==> src/hdl/mfd_pkg.sv <==
`default_nettype none

package mfd_pkg;

    // default fixed point formats
    localparam int SPEED_FRAC_BITS_DEF = 16;
    localparam int STEP_FRAC_BITS_DEF  = 24;

    // configuration register indexes
    typedef enum logic [1:0] {
        CFG_INERTIA_GAIN    = 2'd0,
        CFG_VISCOUS_GAIN    = 2'd1,
        CFG_STATIC_GAIN     = 2'd2,
        CFG_STATIC_DEADBAND = 2'd3
    } cfg_reg_e;

    // input transaction payload
    typedef struct packed {
        logic signed [31:0] target_speed;
        logic        [31:0] time_step;
        logic               clear_history;
    } in_item_t;

    // result transaction payload
    typedef struct packed {
        logic signed [31:0] drive_value;
        logic               clamped;
        logic               accel_skipped;
    } out_item_t;

endpackage

`default_nettype wire

==> src/hdl/motor_feedforward_drive.sv <==
`default_nettype none

// Velocity feedforward drive: for each input transaction the block forms the
// acceleration (speed change times 2^StepFracBits over the time step, zero when
// the step is 1 us or less) and returns inertia_gain*accel + viscous_gain*speed
// plus the signed static term outside the deadband, saturated to 32 bits.
// A transaction passes a prep state, the bit-serial restoring divider, which
// produces one quotient bit per cycle over 33 + StepFracBits dividend bits
// (default Q8.24 step), and a quotient clip state, both skipped when the
// acceleration is skipped, then two passes through one shared 32x32 multiplier,
// a sum and a final saturation. item_ready is high only while the block
// is idle; the result stays on the port until it is taken. Configuration writes
// are always accepted and must be made while no transaction is in flight.
module motor_feedforward_drive #(
    parameter int SpeedFracBits = mfd_pkg::SPEED_FRAC_BITS_DEF,
    parameter int StepFracBits  = mfd_pkg::STEP_FRAC_BITS_DEF
) (
    input  wire logic              clk,
    input  wire logic              rst_n,
    input  wire logic              item_valid,
    output      logic              item_ready,
    input  wire mfd_pkg::in_item_t item,
    output      logic              result_valid,
    input  wire logic              result_ready,
    output      mfd_pkg::out_item_t result,
    input  wire logic              cfg_valid,
    output      logic              cfg_ready,
    input  wire logic [1:0]        cfg_index,
    input  wire logic [31:0]       cfg_data
);

    localparam int DW    = 33 + StepFracBits;
    localparam int CNT_W = $clog2(DW);
    localparam logic [31:0] STEP_MIN =
        32'((64'd1 << StepFracBits) / 64'd1000000);
    localparam logic [30:0] DEADBAND_RESET =
        31'((64'd1 << SpeedFracBits) / 64'd100);
    localparam logic signed [63:0] POS_LIMIT = 64'sh0000_0000_7FFF_FFFF;
    localparam logic signed [63:0] NEG_LIMIT = -64'sh0000_0000_8000_0000;

    typedef enum logic [3:0] {
        ST_IDLE,
        ST_PREP,
        ST_DIV,
        ST_SAT,
        ST_MUL_A,
        ST_MUL_V,
        ST_SUM,
        ST_FIN,
        ST_DONE
    } state_t;

    state_t state_reg;

    // configuration registers
    logic signed [31:0] inertia_gain_reg;
    logic signed [31:0] viscous_gain_reg;
    logic signed [31:0] static_gain_reg;
    logic        [30:0] static_deadband_reg;

    // history and working registers
    logic signed [31:0] last_speed_reg;
    logic signed [31:0] speed_reg;
    logic signed [31:0] prev_reg;
    logic        [31:0] step_reg;
    logic               neg_reg;
    logic               skipped_reg;
    logic               clamped_reg;
    logic   [DW-1:0]    dvd_reg;
    logic   [31:0]      rem_reg;
    logic   [32:0]      quo_reg;
    logic               ovf_reg;
    logic   [CNT_W-1:0] cnt_reg;
    logic signed [31:0] accel_reg;
    logic signed [63:0] prod_reg;
    logic signed [63:0] acc_reg;
    mfd_pkg::out_item_t out_reg;

    // speed difference and magnitude
    logic signed [32:0] diff;
    logic        [32:0] mag;

    // one restoring divider step
    logic [32:0] trial;
    logic [33:0] trial_sub;
    logic        trial_ge;
    logic [31:0] rem_next;

    // quotient saturation checks
    logic big_pos;
    logic big_neg;

    // shared multiplier
    logic signed [31:0] mul_a;
    logic signed [31:0] mul_b;
    logic signed [63:0] prod;

    // static friction term
    logic signed [32:0] speed_ext;
    logic signed [32:0] db_ext;
    logic signed [63:0] static_term;

    assign item_ready   = (state_reg == ST_IDLE);
    assign result_valid = (state_reg == ST_DONE);
    assign result       = out_reg;
    assign cfg_ready    = 1'b1;

    always_comb
    begin
        diff = {speed_reg[31], speed_reg} - {prev_reg[31], prev_reg};
        mag  = diff[32] ? 33'(-diff) : 33'(diff);
    end

    always_comb
    begin
        trial     = {rem_reg, dvd_reg[DW-1]};
        trial_sub = {1'b0, trial} - {2'b00, step_reg};
        trial_ge  = !trial_sub[33];
        rem_next  = trial_ge ? trial_sub[31:0] : trial[31:0];
    end

    assign big_pos = ovf_reg | quo_reg[32] | quo_reg[31];
    assign big_neg = ovf_reg | quo_reg[32] | (quo_reg[31] & (|quo_reg[30:0]));

    always_comb
    begin
        if (state_reg == ST_MUL_A)
        begin
            mul_a = inertia_gain_reg;
            mul_b = accel_reg;
        end
        else
        begin
            mul_a = viscous_gain_reg;
            mul_b = speed_reg;
        end
        prod = mul_a * mul_b;
    end

    always_comb
    begin
        speed_ext = {speed_reg[31], speed_reg};
        db_ext    = {2'b00, static_deadband_reg};
        if (speed_ext > db_ext)
        begin
            static_term = 64'(static_gain_reg);
        end
        else if (speed_ext < -db_ext)
        begin
            static_term = -64'(static_gain_reg);
        end
        else
        begin
            static_term = '0;
        end
    end

    // configuration writes
    always_ff @(posedge clk or negedge rst_n)
    begin
        if (!rst_n)
        begin
            inertia_gain_reg    <= '0;
            viscous_gain_reg    <= '0;
            static_gain_reg     <= '0;
            static_deadband_reg <= DEADBAND_RESET;
        end
        else if (cfg_valid && cfg_ready)
        begin
            unique case (mfd_pkg::cfg_reg_e'(cfg_index))
                mfd_pkg::CFG_INERTIA_GAIN:    inertia_gain_reg    <= cfg_data;
                mfd_pkg::CFG_VISCOUS_GAIN:    viscous_gain_reg    <= cfg_data;
                mfd_pkg::CFG_STATIC_GAIN:     static_gain_reg     <= cfg_data;
                mfd_pkg::CFG_STATIC_DEADBAND: static_deadband_reg <= cfg_data[30:0];
                default:                      ;
            endcase
        end
    end

    // control state and history
    always_ff @(posedge clk or negedge rst_n)
    begin
        if (!rst_n)
        begin
            state_reg      <= ST_IDLE;
            last_speed_reg <= '0;
        end
        else
        begin
            unique case (state_reg)
                ST_IDLE:
                begin
                    if (item_valid)
                    begin
                        last_speed_reg <= item.target_speed;
                        state_reg      <= ST_PREP;
                    end
                end
                ST_PREP:  state_reg <= skipped_reg ? ST_MUL_A : ST_DIV;
                ST_DIV:   state_reg <= (cnt_reg == '0) ? ST_SAT : ST_DIV;
                ST_SAT:   state_reg <= ST_MUL_A;
                ST_MUL_A: state_reg <= ST_MUL_V;
                ST_MUL_V: state_reg <= ST_SUM;
                ST_SUM:   state_reg <= ST_FIN;
                ST_FIN:   state_reg <= ST_DONE;
                ST_DONE:
                begin
                    if (result_ready)
                    begin
                        state_reg <= ST_IDLE;
                    end
                end
                default:  state_reg <= ST_IDLE;
            endcase
        end
    end

    // datapath
    always_ff @(posedge clk)
    begin
        unique case (state_reg)
            ST_IDLE:
            begin
                speed_reg   <= item.target_speed;
                step_reg    <= item.time_step;
                prev_reg    <= item.clear_history ? '0 : last_speed_reg;
                skipped_reg <= (item.time_step <= STEP_MIN);
                clamped_reg <= 1'b0;
            end
            ST_PREP:
            begin
                neg_reg   <= diff[32];
                dvd_reg   <= {mag, {StepFracBits{1'b0}}};
                rem_reg   <= '0;
                quo_reg   <= '0;
                ovf_reg   <= 1'b0;
                cnt_reg   <= CNT_W'(DW - 1);
                accel_reg <= '0;
            end
            ST_DIV:
            begin
                dvd_reg <= {dvd_reg[DW-2:0], 1'b0};
                rem_reg <= rem_next;
                quo_reg <= {quo_reg[31:0], trial_ge};
                ovf_reg <= ovf_reg | quo_reg[32];
                cnt_reg <= cnt_reg - 1'b1;
            end
            ST_SAT:
            begin
                // clip the quotient to the signed 32-bit range
                if (neg_reg)
                begin
                    if (big_neg)
                    begin
                        accel_reg   <= 32'sh8000_0000;
                        clamped_reg <= 1'b1;
                    end
                    else
                    begin
                        accel_reg <= -quo_reg[31:0];
                    end
                end
                else
                begin
                    if (big_pos)
                    begin
                        accel_reg   <= 32'sh7FFF_FFFF;
                        clamped_reg <= 1'b1;
                    end
                    else
                    begin
                        accel_reg <= quo_reg[31:0];
                    end
                end
            end
            ST_MUL_A:
            begin
                prod_reg <= prod;
            end
            ST_MUL_V:
            begin
                acc_reg  <= (prod_reg >>> SpeedFracBits) + static_term;
                prod_reg <= prod;
            end
            ST_SUM:
            begin
                acc_reg <= acc_reg + (prod_reg >>> SpeedFracBits);
            end
            ST_FIN:
            begin
                // saturate the drive sum
                out_reg.accel_skipped <= skipped_reg;
                if (acc_reg > POS_LIMIT)
                begin
                    out_reg.drive_value <= 32'sh7FFF_FFFF;
                    out_reg.clamped     <= 1'b1;
                end
                else if (acc_reg < NEG_LIMIT)
                begin
                    out_reg.drive_value <= 32'sh8000_0000;
                    out_reg.clamped     <= 1'b1;
                end
                else
                begin
                    out_reg.drive_value <= acc_reg[31:0];
                    out_reg.clamped     <= clamped_reg;
                end
            end
            ST_DONE:  ;
            default:  ;
        endcase
    end

endmodule

`default_nettype wire
==> config.mk <==
export PLATFORM = sky130hd
export DESIGN_NAME = motor_feedforward_drive
export DESIGN_NICKNAME = d
export VERILOG_FILES = /design/src/hdl/mfd_pkg.sv /design/src/hdl/motor_feedforward_drive.sv
export SDC_FILE = /design/constraint.sdc
export NUM_CORES = 2
export LEC_CHECK = 0
export ABC_CLOCK_PERIOD_IN_PS = 17000
export BUFFER_PORTS_ARGS = -buffer_cell sky130_fd_sc_hd__buf_4
export CORE_MARGIN = 4
export CORE_UTILIZATION = 35
export CTS_BUF_LIST = sky130_fd_sc_hd__clkbuf_4
export DETAILED_ROUTE_END_ITERATION = 10
export MAX_ROUTING_LAYER = met4
export SYNTH_ARGS = -nofsm -noshare
export SYNTH_HDL_FRONTEND = slang
export SYNTH_SLANG_ARGS = --single-unit
==> constraint.sdc <==
create_clock -name clk -period 17 [get_ports clk]
set_input_delay 0.85 -clock clk [delete_from_list [all_inputs] [get_ports clk]]
set_output_delay 0.85 -clock clk [all_outputs]
set_load 0.005 [all_outputs]
[After elaboration in Yosys (flattened, before gate mapping)]
Cells that the tools add are included.
Operators by class
  reductions and logical operators: 18
  $add $sub $neg: 9
  equal/unequal tests: 15
  $lt $le $gt $ge: 5
  bitwise operators: 4
  muxes and demuxes: 26
  $mul: 1
Operator list (count)
  $mux W32: 6
  $mux W64: 2
  $pmux W32 S2: 2
  $pmux W64 S2: 1
  $pmux W57 S2: 1
  $mux W33: 2
  $pmux W33 S2: 1
  $add A48 B64 Y64: 1
  $add A64 B48 Y64: 1
  $gt A64 B32 Y1 const B: 1
  $lt A64 B32 Y1 const B: 1
  $mul A32 B32 Y64: 1
  $neg A32 Y64: 1
  $pmux W4 S9: 1
  $sub A33 B32 Y34: 1
  $lt A32 B33 Y1: 1
  $neg A31 Y33: 1
  $neg A33 Y33: 1
  $sub A32 B32 Y33: 1
  $gt A32 B32 Y1: 1
  $le A32 B5 Y1 const B: 1
  $neg A32 Y32: 1
  $reduce_or A31 Y1: 1
  $eq A4 B3 Y1 const B: 4
  24 further kinds: 43
Storage, ports and cells
  input bits: 104
  output and inout bits: 37
  logic and storage cells: 101
  bits in registers: 585

[Depth between registers and ports, before layout]
  word-level depth: 6
  gate-level depth with buffers: 35

[Worst setup path before layout]
OpenSTA, ideal clock, no wires.
  kind: flip-flop to flip-flop
  start point: register state_reg[1]
  end point: register last_speed_reg[10]
  data required time: 16.875 ns
  setup slack: 4.743 ns
  data arrival time: 12.132 ns
  path buffers: 2
  stages on the path, launching flop included: 6
  cell sequence: dfrtp_1 > clkbuf_1 > nor4_1 > nand2_1 > buf_1 > mux2_2
On the way
  cells in the longest elaborated chain, start to end: 2
RTL lines
  from (decl): RTL line motor_feedforward_drive.sv:53  | state_t state_reg;
  from (signal assigned): RTL line motor_feedforward_drive.sv:199  | ST_PREP: state_reg <= skipped_reg ? ST_MUL_A : ST_DIV;
  from (signal assigned): RTL line motor_feedforward_drive.sv:200  | ST_DIV: state_reg <= (cnt_reg == '0) ? ST_SAT : ST_DIV;
  $logic_not A4 Y1
  net item_ready: RTL line motor_feedforward_drive.sv:21  | output logic item_ready,
  $reduce_and A2 Y1 (no line)
  to (signal assigned): RTL line motor_feedforward_drive.sv:195  | last_speed_reg <= item.target_speed;
  to (decl): RTL line motor_feedforward_drive.sv:62  | logic signed [31:0] last_speed_reg;
The timed path passes the listed nets, and every way through them passes these cells.
A chain may end at the register's enable or synchronous reset.

[Final worst setup path]
  start point: register state_reg[1]
  end point: register prod_reg[62], data pin
On the way
  cells in the longest elaborated chain, start to end: 3
RTL lines
  $eq A4 B3 Y1 (*): RTL line motor_feedforward_drive.sv:127  | if (state_reg == ST_MUL_A)
  $mux W32: RTL line motor_feedforward_drive.sv:127
  $mul A32 B32 Y64 (*): RTL line motor_feedforward_drive.sv:137  | prod = mul_a * mul_b;
  net prod[62]: RTL line motor_feedforward_drive.sv:96  | logic signed [63:0] prod;
  to (signal assigned): RTL line motor_feedforward_drive.sv:278  | prod_reg <= prod;
  to (signal assigned): RTL line motor_feedforward_drive.sv:283  | prod_reg <= prod;
  to (decl): RTL line motor_feedforward_drive.sv:75  | logic signed [63:0] prod_reg;
Mark *: on every way through the listed nets, which the timed path passes. The rest lies on a longest branch.

==> impl_metrics.env <==
export IMPL_worstRegToRegCells=32
export IMPL_clkSlewWorstSetupHoldPaths_ns=0.06
export IMPL_std_cell_rows=160
export IMPL_synth_edff_count=382
export IMPL_cts_htree_levels=4
export IMPL_finalSetupViolations=0
export IMPL_clock_insertion_delay_worst_skew_ns=1.18
export IMPL_rrSetupSlack_ns=6.25
export IMPL_max_cap_violations=0
export IMPL_timing_final_hold_violations=0
export IMPL_area_growth_syn_to_layout_pct=10.69
export IMPL_chipWidth_um=444.8
export IMPL_critical_path_max_stage_delay_ns=0.88
export IMPL_post_dp_hpwl_um=162600
export IMPL_clock_tree_buffer_depth=3
export IMPL_routed_wire_length_per_instance_um=21.60
export IMPL_num_io_pins=141
export IMPL_cp_depth=32
export IMPL_setup_worst_path_end_class="register"
export IMPL_initial_core_util=0.3514
export IMPL_async_reset_ff_frac=0.2991
export IMPL_drt_initial_drc_count=4176
export IMPL_syn_cell_area_um2=66770
export IMPL_postSynth_topFlopCell="sky130_fd_sc_hd__edfxtp_1"
export IMPL_design_die_area_um2=197800
export IMPL_core_area_um2=190000
export IMPL_tritoncts="done"
export IMPL_finish_cell_count_without_fillers=9685
export IMPL_r2r_end="prod_reg[62]$_DFFE_PP_"
export IMPL_dp_cells=9291
export IMPL_numPortBuffers=139
export IMPL_status="finished, final reports clean"
export IMPL_nFillCells=18681
export IMPL_grt_setup_unrepaired="no"
export IMPL_drc=0
export IMPL_postCtsHoldBufs=95
export IMPL_report_final_slew_viol_count=0
export IMPL_worst_ep_arrival_time_ns=11.64
export IMPL_postSynthRegisterBits=545
export IMPL_synth_net_count=8386
export IMPL_req_time_crit_path_ns=17.89
export IMPL_place_gp_congestion=0.9404
export IMPL_antenna_found_initial=16
export IMPL_grt_remaining_overflow=0
export IMPL_synth_sequential_area_ratio=0.2330
export IMPL_tritoncts_num_buffers=156
export IMPL_cts_resized_gates=0
export IMPL_grtUsageTotal=0.2204
export IMPL_hp_class="input port to register"
export IMPL_cp_startpoint="state_reg[1]$_DFFE_PN0P_"
export IMPL_worst_path_max_delay_cell="sky130_fd_sc_hd__fa_1"
export IMPL_route_vias_total=50753
export IMPL_final_antenna_net_count=0
export IMPL_worstMarginPinSlew_ns=1.314
export IMPL_cts_sinks=545
export IMPL_grt_start_max_net_pins=88
export IMPL_yosys_warnings=0
export IMPL_postCtsSetupRepairBufs=0
export IMPL_finalSetupTns_ns=0
export IMPL_setup_worst_path_start_class="register"
export IMPL_postSynthAreaPerCell_um2=9.787
export IMPL_grt_pass1_wl_um=323400
export IMPL_max_slew_margin=0.1067
export IMPL_root_buffer="sky130_fd_sc_hd__clkbuf_4"
export IMPL_drive_gt1_frac=0.1104
export IMPL_clock_skew_ns=0.06257
export IMPL_unique_masters_post_synth=84
export IMPL_timing_rr_start="state_reg[1]$_DFFE_PN0P_"
export IMPL_crit_path_frequent_cell="sky130_fd_sc_hd__fa_1"
export IMPL_layout_worst_path_cycle_share=0.6326
export IMPL_die_height_um=444.8
export IMPL_max_clock_freq_mhz=92.99
export IMPL_grt_pass1_vias=53554
export IMPL_routed_via_density=5.240
export IMPL_setup_worst_path_class="register to register"
export IMPL_critical_path_top_delay_family="adder cells"
export IMPL_critPathBufInv=9
export IMPL_crit_end="prod_reg[62]$_DFFE_PP_"
export IMPL_critPathMaxFanout=87
export IMPL_syn_inst=6822
export IMPL_drt_pass1_iterations=5
export IMPL_max_reg_flops=64
export IMPL_min_period_ns=10.75
export IMPL_final_net_count=8597
export IMPL_postRouteWirelength_um=209200
placed cells by master, fill, tap and decap left out, types with 58 or more instances in the layout:
| cell type | n |
|---|---|
| sky130_fd_sc_hd__xnor2_1 | 160 |
| sky130_fd_sc_hd__dlygate4sd3_1 | 95 |
| sky130_fd_sc_hd__clkbuf_4 | 229 |
| sky130_fd_sc_hd__inv_1 | 1103 |
| sky130_fd_sc_hd__buf_4 | 234 |
| sky130_fd_sc_hd__a21oi_1 | 285 |
| sky130_fd_sc_hd__dfrtp_1 | 157 |
| sky130_fd_sc_hd__fa_1 | 1084 |
| sky130_fd_sc_hd__nor2b_1 | 64 |
| sky130_fd_sc_hd__nand3_1 | 58 |
| sky130_fd_sc_hd__nand2_1 | 767 |
| sky130_fd_sc_hd__nor3_1 | 80 |
| sky130_fd_sc_hd__ha_1 | 376 |
| sky130_fd_sc_hd__xor2_1 | 71 |
| sky130_fd_sc_hd__mux2_2 | 217 |
| sky130_fd_sc_hd__nor2_1 | 751 |
| sky130_fd_sc_hd__o21ai_0 | 181 |
| sky130_fd_sc_hd__edfxtp_1 | 382 |
| sky130_fd_sc_hd__a21o_1 | 118 |
cell usage after synthesis, types with 9 or more instances:
library cell	n	area, um2
sky130_fd_sc_hd__and4_1	9	78.83
sky130_fd_sc_hd__nand3_1	58	290.3
sky130_fd_sc_hd__nand4_1	45	281.5
sky130_fd_sc_hd__edfxtp_1	382	11470
sky130_fd_sc_hd__o21ai_0	182	910.9
sky130_fd_sc_hd__dfrtp_1	157	3929
sky130_fd_sc_hd__nor2_1	755	2834
sky130_fd_sc_hd__o21bai_1	21	157.7
sky130_fd_sc_hd__nor4_1	34	212.7
sky130_fd_sc_hd__buf_1	20	75.07
sky130_fd_sc_hd__nand2_1	767	2879
sky130_fd_sc_hd__clkbuf_1	253	949.7
sky130_fd_sc_hd__ha_1	376	4705
sky130_fd_sc_hd__nand2b_1	31	193.9
sky130_fd_sc_hd__or3_1	35	219.0
sky130_fd_sc_hd__o21a_1	46	345.3
sky130_fd_sc_hd__a21oi_1	287	1436
sky130_fd_sc_hd__o41ai_1	13	113.9
sky130_fd_sc_hd__and3_1	23	143.9
sky130_fd_sc_hd__fa_1	1084	21700
sky130_fd_sc_hd__and2_1	46	287.8
sky130_fd_sc_hd__o31ai_1	24	180.2
sky130_fd_sc_hd__nor3b_1	25	187.7
sky130_fd_sc_hd__inv_1	1103	4140
sky130_fd_sc_hd__a211oi_1	31	232.7
sky130_fd_sc_hd__o211ai_1	19	142.6
sky130_fd_sc_hd__mux2_2	217	2444
sky130_fd_sc_hd__or2_2	21	131.4
sky130_fd_sc_hd__nand3b_1	14	105.1
sky130_fd_sc_hd__or4_1	11	82.58
sky130_fd_sc_hd__mux2i_1	65	650.6
sky130_fd_sc_hd__xor2_1	71	621.9
sky130_fd_sc_hd__a31oi_1	38	237.7
sky130_fd_sc_hd__a21o_1	118	885.9
sky130_fd_sc_hd__a221oi_1	15	131.4
sky130_fd_sc_hd__nor3_1	81	405.4
sky130_fd_sc_hd__xnor2_1	160	1401
sky130_fd_sc_hd__nor2b_1	64	400.4
layout make-up:
cell class              count  area, um2  area share
multi-input cells        4894      46260      0.6259
flip-flops and latches    545      15560      0.2105
inverters                1105       4148     0.05612
well taps                2511       3142     0.04251
repair buffers            331       2739     0.03706
clock buffers             229       1719     0.02326
clock inverters            55      302.8    0.004097
diodes                     15      37.54   0.0005079
routing by layer:
metal,GRT usage,part of all wire
met2,0.3389,0.46
met3,0.04202,0.076
met5,-,0
met1,0.2843,0.42
met4,0.09758,0.047
worst min path at each step:
| stage | cells past startpoint | slack, ns | from | end |
|---|---|---|---|---|
| 2_1_floorplan | 0 | 0.44 | skipped_reg$_DFFE_PP_ | result[0]$_DFFE_PP_ |
| 3_3_place_gp | 1 | 0.48 | last_speed_reg[18]$_DFFE_PN0P_ | last_speed_reg[18]$_DFFE_PN0P_ |
| 3_5_place_dp | 1 | 0.48 | last_speed_reg[20]$_DFFE_PN0P_ | last_speed_reg[20]$_DFFE_PN0P_ |
| 4_1_cts | 2 | 0.0007 | cfg_data[27] | static_deadband_reg[27]$_DFFE_PN0P_ |
| 5_1_grt | 2 | 0.04 | cfg_data[27] | inertia_gain_reg[27]$_DFFE_PN0P_ |
| 6_report | 2 | 0.14 | cfg_data[28] | static_deadband_reg[28]$_DFFE_PN0P_ |
metrics by stage:
stage               utilization  hold slack [ns]  area (um2)  worst slack (ns)
floorplan                     -           0.4359       66770             4.743
global placement         0.3731           0.4783       70890             6.244
detailed placement       0.3732           0.4849       70900             6.224
CTS                      0.3888        0.0006521       73870             6.191
global route             0.3890          0.04413       73900             5.639
finish                   0.3890           0.1443       73910             6.246
logic make-up after synthesis:
logic type | synth area share
simple gates | 0.1338
fa+ha+maj | 0.3955
buf+inv | 0.07798
compound gates | 0.08281
flops | 0.2330
mux | 0.04651
xor+xnor | 0.03030
other cells | 0.00005617
Power is not shown: default switching activity piles up to over one toggle a cycle in this logic, so the estimate is an artifact.
